[src/hdl/ps2mct_pkg.sv]
// Shared types and constants for the PS/2 mouse packet cursor tracker.
package ps2mct_pkg;

	localparam int COORD_BITS = 12;
	localparam int SIZE_BITS  = 13;
	localparam int CFG_IDX_BITS = 1;
	// width for signed position arithmetic and clamping
	localparam int WIDE_BITS = ((SIZE_BITS > COORD_BITS) ? SIZE_BITS : COORD_BITS) + 2;

	localparam logic [SIZE_BITS-1:0]  WIDTH_RESET  = SIZE_BITS'(640);
	localparam logic [SIZE_BITS-1:0]  HEIGHT_RESET = SIZE_BITS'(480);
	localparam logic [COORD_BITS-1:0] START_POS    = COORD_BITS'(100);

	localparam int           SYNC_BIT      = 3;
	localparam logic [7:0]   OVERFLOW_MASK = 8'hC0;

	// register indexes
	localparam logic [CFG_IDX_BITS-1:0] CFG_SCREEN_WIDTH  = 1'b0;
	localparam logic [CFG_IDX_BITS-1:0] CFG_SCREEN_HEIGHT = 1'b1;

	// byte status codes
	localparam logic [1:0] ST_STORED  = 2'd0;
	localparam logic [1:0] ST_IGNORED = 2'd1;
	localparam logic [1:0] ST_APPLIED = 2'd2;
	localparam logic [1:0] ST_DISCARD = 2'd3;

	// packet position codes
	localparam logic [1:0] POS_HEADER = 2'd0;
	localparam logic [1:0] POS_DX     = 2'd1;
	localparam logic [1:0] POS_DY     = 2'd2;

	typedef struct packed {
		logic       from_aux_port;
		logic [7:0] data_byte;
	} in_req_t;

	typedef struct packed {
		logic [1:0]            byte_status;
		logic [COORD_BITS-1:0] cursor_x;
		logic [COORD_BITS-1:0] cursor_y;
		logic [2:0]            button_bits;
	} out_req_t;

endpackage

[src/hdl/ps2_mouse_packet_cursor_tracker.sv]
// Top level: PS/2 mouse packet assembly and clamped cursor tracking.
//
//  channel  | direction | handshake            | payload
//  ---------+-----------+----------------------+---------------------------
//  in       | input     | in_valid / in_stall  | in_data  (aux flag, byte)
//  out      | output    | out_valid / out_stall| out_data (status, x, y, buttons)
//  cfg      | input     | cfg_wr_en            | cfg_index, cfg_data
//
// One request per cycle while the result is not stalled; an accepted request
// passes through the input register, then the result register.
// Reset gives width 640, height 480, cursor at 100,100, buttons clear.
// A stalled result holds the result register; the next byte then waits in
// the input register and in_stall rises until out_stall drops.
module ps2_mouse_packet_cursor_tracker (
	input  logic                                    clk,
	input  logic                                    arst_n,
	input  logic                                    in_valid,
	output logic                                    in_stall,
	input  ps2mct_pkg::in_req_t                     in_data,
	output logic                                    out_valid,
	input  logic                                    out_stall,
	output ps2mct_pkg::out_req_t                    out_data,
	input  logic                                    cfg_wr_en,
	input  logic [ps2mct_pkg::CFG_IDX_BITS-1:0]     cfg_index,
	input  logic [ps2mct_pkg::SIZE_BITS-1:0]        cfg_data
);

	localparam int CB = ps2mct_pkg::COORD_BITS;
	localparam int WB = ps2mct_pkg::WIDE_BITS;
	localparam int SB = ps2mct_pkg::SIZE_BITS;

	logic [SB-1:0]         width_q, height_q;
	logic                  in_valid_s1;
	ps2mct_pkg::in_req_t   in_data_s1;
	logic                  out_valid_q;
	ps2mct_pkg::out_req_t  out_data_q;

	logic [1:0]            pkt_pos_q;
	logic [7:0]            header_q, dx_q;
	logic [CB-1:0]         pos_x_q, pos_y_q;
	logic [2:0]            buttons_q;

	logic                  advance;
	logic [1:0]            pkt_pos_d;
	logic [7:0]            header_d, dx_d;
	logic [CB-1:0]         pos_x_d, pos_y_d;
	logic [2:0]            buttons_d;
	logic [1:0]            status_d;

	// add a signed delta and clamp to 0..size-1, capped at the coordinate maximum
	function automatic logic [CB-1:0] clamp_axis(
		input logic [CB-1:0]        pos,
		input logic signed [WB-1:0] delta,
		input logic [SB-1:0]        size
	);
		logic signed [WB-1:0] sum;
		logic signed [WB-1:0] lim;
		logic signed [WB-1:0] cmax;
		logic signed [WB-1:0] res;
		cmax = WB'({CB{1'b1}});
		lim  = (size == '0) ? '0 : $signed(WB'(size)) - WB'(1);
		if (lim > cmax) lim = cmax;
		sum = $signed(WB'(pos)) + delta;
		if (sum < 0) res = '0;
		else if (sum > lim) res = lim;
		else res = sum;
		return res[CB-1:0];
	endfunction

	assign advance   = in_valid_s1 && !(out_valid_q && out_stall);
	assign in_stall  = in_valid_s1 && !advance;
	assign out_valid = out_valid_q;
	assign out_data  = out_data_q;

	always_comb begin
		logic [7:0] d;
		d         = in_data_s1.data_byte;
		pkt_pos_d = pkt_pos_q;
		header_d  = header_q;
		dx_d      = dx_q;
		pos_x_d   = pos_x_q;
		pos_y_d   = pos_y_q;
		buttons_d = buttons_q;
		status_d  = ps2mct_pkg::ST_IGNORED;
		if (in_data_s1.from_aux_port) begin
			unique case (pkt_pos_q)
				ps2mct_pkg::POS_HEADER: begin
					// resync: a header always has bit 3 set
					if (d[ps2mct_pkg::SYNC_BIT]) begin
						header_d  = d;
						pkt_pos_d = ps2mct_pkg::POS_DX;
						status_d  = ps2mct_pkg::ST_STORED;
					end
				end
				ps2mct_pkg::POS_DX: begin
					dx_d      = d;
					pkt_pos_d = ps2mct_pkg::POS_DY;
					status_d  = ps2mct_pkg::ST_STORED;
				end
				default: begin
					pkt_pos_d = ps2mct_pkg::POS_HEADER;
					if ((header_q & ps2mct_pkg::OVERFLOW_MASK) != 8'h00) begin
						status_d = ps2mct_pkg::ST_DISCARD;
					end else begin
						buttons_d = header_q[2:0];
						pos_x_d   = clamp_axis(pos_x_q,
							$signed({{(WB-8){dx_q[7]}}, dx_q}), width_q);
						// Y axis grows downward on screen
						pos_y_d   = clamp_axis(pos_y_q,
							-$signed({{(WB-8){d[7]}}, d}), height_q);
						status_d  = ps2mct_pkg::ST_APPLIED;
					end
				end
			endcase
		end
	end

	always_ff @(posedge clk or negedge arst_n) begin
		if (!arst_n) begin
			width_q  <= ps2mct_pkg::WIDTH_RESET;
			height_q <= ps2mct_pkg::HEIGHT_RESET;
		end else if (cfg_wr_en) begin
			unique case (cfg_index)
				ps2mct_pkg::CFG_SCREEN_WIDTH:  width_q  <= cfg_data;
				ps2mct_pkg::CFG_SCREEN_HEIGHT: height_q <= cfg_data;
				default: ;
			endcase
		end
	end

	always_ff @(posedge clk or negedge arst_n) begin
		if (!arst_n) begin
			in_valid_s1 <= 1'b0;
		end else if (in_valid && !in_stall) begin
			in_valid_s1 <= 1'b1;
		end else if (advance) begin
			in_valid_s1 <= 1'b0;
		end
	end

	always_ff @(posedge clk) begin
		if (in_valid && !in_stall) begin
			in_data_s1 <= in_data;
		end
	end

	always_ff @(posedge clk or negedge arst_n) begin
		if (!arst_n) begin
			out_valid_q <= 1'b0;
			pkt_pos_q   <= ps2mct_pkg::POS_HEADER;
			header_q    <= '0;
			dx_q        <= '0;
			pos_x_q     <= ps2mct_pkg::START_POS;
			pos_y_q     <= ps2mct_pkg::START_POS;
			buttons_q   <= '0;
		end else begin
			if (advance) begin
				out_valid_q <= 1'b1;
				pkt_pos_q   <= pkt_pos_d;
				header_q    <= header_d;
				dx_q        <= dx_d;
				pos_x_q     <= pos_x_d;
				pos_y_q     <= pos_y_d;
				buttons_q   <= buttons_d;
			end else if (!out_stall) begin
				out_valid_q <= 1'b0;
			end
		end
	end

	always_ff @(posedge clk) begin
		if (advance) begin
			out_data_q.byte_status <= status_d;
			out_data_q.cursor_x    <= pos_x_d;
			out_data_q.cursor_y    <= pos_y_d;
			out_data_q.button_bits <= buttons_d;
		end
	end

endmodule

[config.mk]
export PLATFORM = sky130hd
export DESIGN_NAME = ps2_mouse_packet_cursor_tracker
export DESIGN_NICKNAME = d
export VERILOG_FILES = /design/src/hdl/ps2mct_pkg.sv /design/src/hdl/ps2_mouse_packet_cursor_tracker.sv
export SDC_FILE = /design/constraint.sdc
export NUM_CORES = 1
export LEC_CHECK = 0
export ABC_AREA = 0
export BUFFER_PORTS_ARGS = -buffer_cell sky130_fd_sc_hd__buf_2
export CORE_ASPECT_RATIO = 0.6
export CORE_MARGIN = 3
export CORE_UTILIZATION = 35
export DETAILED_ROUTE_END_ITERATION = 6
export PLACE_DENSITY = 0.5
export REMOVE_ABC_BUFFERS = 1
export SLEW_MARGIN = 20
export SYNTH_ARGS = -nofsm -noshare
export SYNTH_HDL_FRONTEND = slang
export SYNTH_SLANG_ARGS = --single-unit
export TNS_END_PERCENT = 100
[constraint.sdc]
create_clock -name clk -period 11.3 [get_ports clk]
set_input_delay 0.565 -clock clk [delete_from_list [all_inputs] [get_ports clk]]
set_output_delay 0.565 -clock clk [all_outputs]
set_load 0.005 [all_outputs]
==> impl_metrics.prom <==
# TYPE chip_impl_metric gauge
chip_impl_metric{name="clock_latency",unit="ps"} 360
chip_impl_metric{name="power_per_cell_area",unit="nW/um^2"} 275
chip_impl_info{name="dominantRegCellSynth",value="sky130_fd_sc_hd__dfrtp_1"} 1
chip_impl_metric{name="timing.final.setup_violations",unit=""} 0
chip_impl_metric{name="post_synth_inst_count",unit=""} 750
chip_impl_metric{name="cts.sink_count",unit=""} 108
chip_impl_metric{name="synth_cell_type_count",unit=""} 68
chip_impl_metric{name="grt.total_usage",unit="%"} 18.4
chip_impl_metric{name="detail_route.wl_per_cell",unit="um"} 19.0
chip_impl_metric{name="dr_pass1_iterations",unit=""} 5
chip_impl_info{name="setup.worst_path.end_class",value="flop"} 1
chip_impl_metric{name="setup-tns-final",unit="ps"} 0
chip_impl_metric{name="layout-area-overhead-vs-synth",unit="%"} 12.5
chip_impl_metric{name="synth.yosys.seq_area_share",unit="%"} 40.1
chip_impl_metric{name="slew_at_the_pin_with_the_worst_max_slew_slack",unit="ps"} 1120
chip_impl_metric{name="io_buffers",unit=""} 58
chip_impl_metric{name="vdd.ir_drop.worst",unit="mV"} 0.121
chip_impl_info{name="yosys.area.top_type",value="sky130_fd_sc_hd__dfrtp_1"} 1
chip_impl_metric{name="leakagePower",unit="nW"} 3.56
chip_impl_metric{name="gp_congestion",unit=""} 0.903
chip_impl_metric{name="antenna_found_initial",unit=""} 0
chip_impl_metric{name="nNetsFinal",unit=""} 885
chip_impl_metric{name="ant_nets",unit=""} 0
chip_impl_info{name="synth_top_cells_by_area",value="sky130_fd_sc_hd__dfrtp_1, sky130_fd_sc_hd__edfxtp_1, sky130_fd_sc_hd__ha_1"} 1
chip_impl_metric{name="initial_standard_cell_utilization_of_the_core",unit="%"} 36.0
chip_impl_metric{name="fill_cells",unit=""} 1959
chip_impl_metric{name="route.detailed.vias_per_inst",unit=""} 5.58
chip_impl_metric{name="num_vias",unit=""} 6009
chip_impl_metric{name="final_min_period_over_clock_period",unit="%"} 51.3
chip_impl_metric{name="path_clk_slew",unit="ps"} 70
chip_impl_metric{name="final_core_utilization",unit="%"} 40.5
chip_impl_metric{name="grt_start_max_net_pins",unit=""} 71
chip_impl_metric{name="fp.dieH",unit="um"} 118
chip_impl_info{name="critPathLaunchType",value="flop"} 1
chip_impl_metric{name="cts_buffer_depth",unit=""} 2
chip_impl_info{name="synth.top_cells.by_count",value="sky130_fd_sc_hd__nand2_1, sky130_fd_sc_hd__o21ai_0, sky130_fd_sc_hd__dfrtp_1"} 1
chip_impl_metric{name="count_of_antenna_diodes_in_the_layout",unit=""} 0
chip_impl_metric{name="cts_repair_resize_count",unit=""} 0
chip_impl_metric{name="synth.top_cell.area_share",unit="%"} 20.0
chip_impl_metric{name="dp_hpwl",unit="um"} 15300
chip_impl_metric{name="timing.fmax",unit="MHz"} 173
chip_impl_metric{name="die_area",unit="sq um"} 22600
chip_impl_metric{name="placement_rows",unit=""} 40
chip_impl_metric{name="cap_violations",unit=""} 0
chip_impl_metric{name="h-tree-depth",unit=""} 3
chip_impl_metric{name="cts_made_buffers",unit=""} 9
chip_impl_metric{name="cts-hold-fix-buffers",unit=""} 0
chip_impl_metric{name="synth-seq-cells",unit=""} 108
chip_impl_metric{name="die-width",unit="um"} 192
chip_impl_metric{name="grt-ovfl-total",unit=""} 0
chip_impl_metric{name="finalMaxSlewViolations",unit=""} 0
chip_impl_metric{name="yosys_warnings",unit=""} 0
chip_impl_info{name="most_frequently_used_cell_type_in_the_post_synthesis_netlist",value="sky130_fd_sc_hd__nand2_1"} 1
chip_impl_metric{name="required",unit="ps"} 11420
chip_impl_metric{name="fraction_of_final_layout_cells_with_drive_strength_greater_than_1",unit="%"} 17.7
chip_impl_metric{name="syn-cell-area",unit="sq um"} 7260
chip_impl_info{name="cts_tree",value="yes"} 1
chip_impl_metric{name="remaining_drc_errors",unit=""} 0
chip_impl_metric{name="cts_setup_buffers",unit=""} 0
chip_impl_info{name="timing.setup.critical_path_class",value="reg2reg"} 1
chip_impl_metric{name="worst-endpoint-arrival",unit="ps"} 5920
chip_impl_info{name="holdCritPathClass",value="in2reg"} 1
chip_impl_info{name="status",value="finished clean"} 1
chip_impl_metric{name="ioPinCount",unit=""} 59
chip_impl_metric{name="synth_edf_count",unit=""} 38
chip_impl_metric{name="max_slew_margin",unit="%"} 25.2
chip_impl_metric{name="first_global_vias",unit=""} 5578
chip_impl_metric{name="postSynth.asyncResetShare",unit="%"} 64.8
chip_impl_metric{name="fin_skew",unit="ps"} 7.36
chip_impl_metric{name="grt_pass1_wl",unit="um"} 32000
chip_impl_info{name="rsz_0062_raised_after_global_routing",value="false"} 1
chip_impl_metric{name="period_needed",unit="ps"} 5800
chip_impl_metric{name="core-area",unit="sq um"} 20200
chip_impl_metric{name="routed_wirelength",unit="um"} 20400
chip_impl_info{name="cts.root.buffer_cell",value="sky130_fd_sc_hd__clkbuf_16"} 1
chip_impl_metric{name="report.final.hold_viol_count",unit=""} 0
chip_impl_metric{name="path_max_fanout",unit=""} 26
chip_impl_metric{name="postSynthAreaPerCell",unit="sq um"} 9.68
chip_impl_metric{name="drt_iter0_markers",unit=""} 498
[critical path, stage by stage, from the launching register on]
cell and delay, ps:
sky130_fd_sc_hd__edfxtp_1 480, sky130_fd_sc_hd__ha_1 200, sky130_fd_sc_hd__inv_1 50, sky130_fd_sc_hd__fa_1 440, sky130_fd_sc_hd__a211o_1 330, sky130_fd_sc_hd__a2111oi_4 370
sky130_fd_sc_hd__o21ai_2 130, sky130_fd_sc_hd__a21oi_1 190, sky130_fd_sc_hd__nor2_1 80, sky130_fd_sc_hd__nor3_1 150, sky130_fd_sc_hd__buf_4 200, sky130_fd_sc_hd__ha_1 680
sky130_fd_sc_hd__nand4_1 290, sky130_fd_sc_hd__or4_1 580, sky130_fd_sc_hd__nor2_1 520, sky130_fd_sc_hd__nor4_1 80, sky130_fd_sc_hd__or4_1 560, sky130_fd_sc_hd__a22o_1 210
[metal layers]
| metal | part of all wire, % | GRT usage (%) | up-vias |
|---|---|---|---|
| li1 | - | - | 2881 |
| met1 | 53 | 30.2 | 2902 |
| met2 | 38 | 23.6 | 204 |
| met3 | 7.7 | 4.40 | 22 |
| met4 | 1.3 | 4.12 | 0 |
| met5 | 0 | 0 | - |
[area by class of cell]
| cell class | count | area, sq um | share of cell area, % |
|---|---|---|---|
| Timing Repair Buffer | 66 | 350 | 4.29 |
| Clock buffer | 9 | 225 | 2.76 |
| Multi-Input combinational cell | 572 | 4090 | 50.1 |
| Clock inverter | 7 | 97.6 | 1.20 |
| Sequential cell | 108 | 2910 | 35.6 |
| Inverter | 41 | 154 | 1.88 |
| Tap cell | 273 | 342 | 4.18 |
[placed cells by master (no fill, tap or decap), types with 5 or more instances in the layout]
cell type,n
sky130_fd_sc_hd__a211oi_1,5
sky130_fd_sc_hd__a21o_1,14
sky130_fd_sc_hd__a21oi_1,30
sky130_fd_sc_hd__a22o_1,14
sky130_fd_sc_hd__a31oi_1,6
sky130_fd_sc_hd__buf_2,58
sky130_fd_sc_hd__buf_4,8
sky130_fd_sc_hd__clkbuf_16,9
sky130_fd_sc_hd__dfrtp_1,58
sky130_fd_sc_hd__dfstp_2,12
sky130_fd_sc_hd__edfxtp_1,38
sky130_fd_sc_hd__ha_1,57
sky130_fd_sc_hd__inv_1,41
sky130_fd_sc_hd__mux2_2,33
sky130_fd_sc_hd__mux2i_1,15
sky130_fd_sc_hd__nand2_1,79
sky130_fd_sc_hd__nand2b_1,6
sky130_fd_sc_hd__nand3_1,21
sky130_fd_sc_hd__nand4_1,17
sky130_fd_sc_hd__nor2_1,38
sky130_fd_sc_hd__nor2b_1,8
sky130_fd_sc_hd__nor3_1,18
sky130_fd_sc_hd__nor4_1,6
sky130_fd_sc_hd__o21a_1,11
sky130_fd_sc_hd__o21ai_0,60
sky130_fd_sc_hd__o31ai_1,13
sky130_fd_sc_hd__or2_2,5
sky130_fd_sc_hd__or3_1,6
sky130_fd_sc_hd__or4_1,10
sky130_fd_sc_hd__xnor2_1,24
sky130_fd_sc_hd__xor2_1,10
[path summary, 6_finish.rpt]
check	slack, ps	cells past startpoint	from	end
max in group asynchronous	10240	2	arst_n	height_q[3]
min	380	1	in_data[5]	in_data_s1[5]
min in group asynchronous	400	2	arst_n	pos_x_q[9]
min reg2reg	480	2	header_q[2]	header_q[2]
max	5500	17	in_data_s1[0]	out_data[10]
max reg2reg	5500	17	in_data_s1[0]	out_data[10]
[cell families (layout without fill, tap and decap cells)]
kind of cell,count (synthesis),count (layout),synth area share (%)
DFF,108,108,40.1
and+or+nand+nor,230,230,15.7
buffers and inverters,70,123,3.72
adders and majority gates,61,61,10.7
AOI/OAI and AO/OA,199,199,18.5
xor gates and xnor gates,34,34,4.10
muxes,48,48,7.19
[where the power goes]
part	total (mW)	internal [mW]	switching [mW]
logic	1.26	0.499	0.760
clock network	0.351	0.196	0.155
registers	0.633	0.540	0.0930
total	2.24	1.24	1.01
[metrics by stage]
stage               cells  power, mW  instance area, sq um  hold WS [ps]  worst slack [ps]
detailed placement   1060       1.87                  7840           467              5660
finish               1076       2.24                  8170           376              5500
global route         1076       2.42                  8170           356              5180
CTS                  1076       2.24                  8170           358              5620
floorplan             721       1.51                  7140           269              6060
global placement     1060       1.84                  7840           469              5690
[state kept, by name, indices dropped and copies added, names as in the netlist]
name	count
out_data	29
buttons_q	3
pkt_pos_q	2
out_valid	1
height_q	13
pos_y_q	12
dx_q	8
in_data_s1	9
pos_x_q	12
header_q	5
width_q	13
in_valid_s1	1
Note: power is estimated with default switching activity, not from simulation.
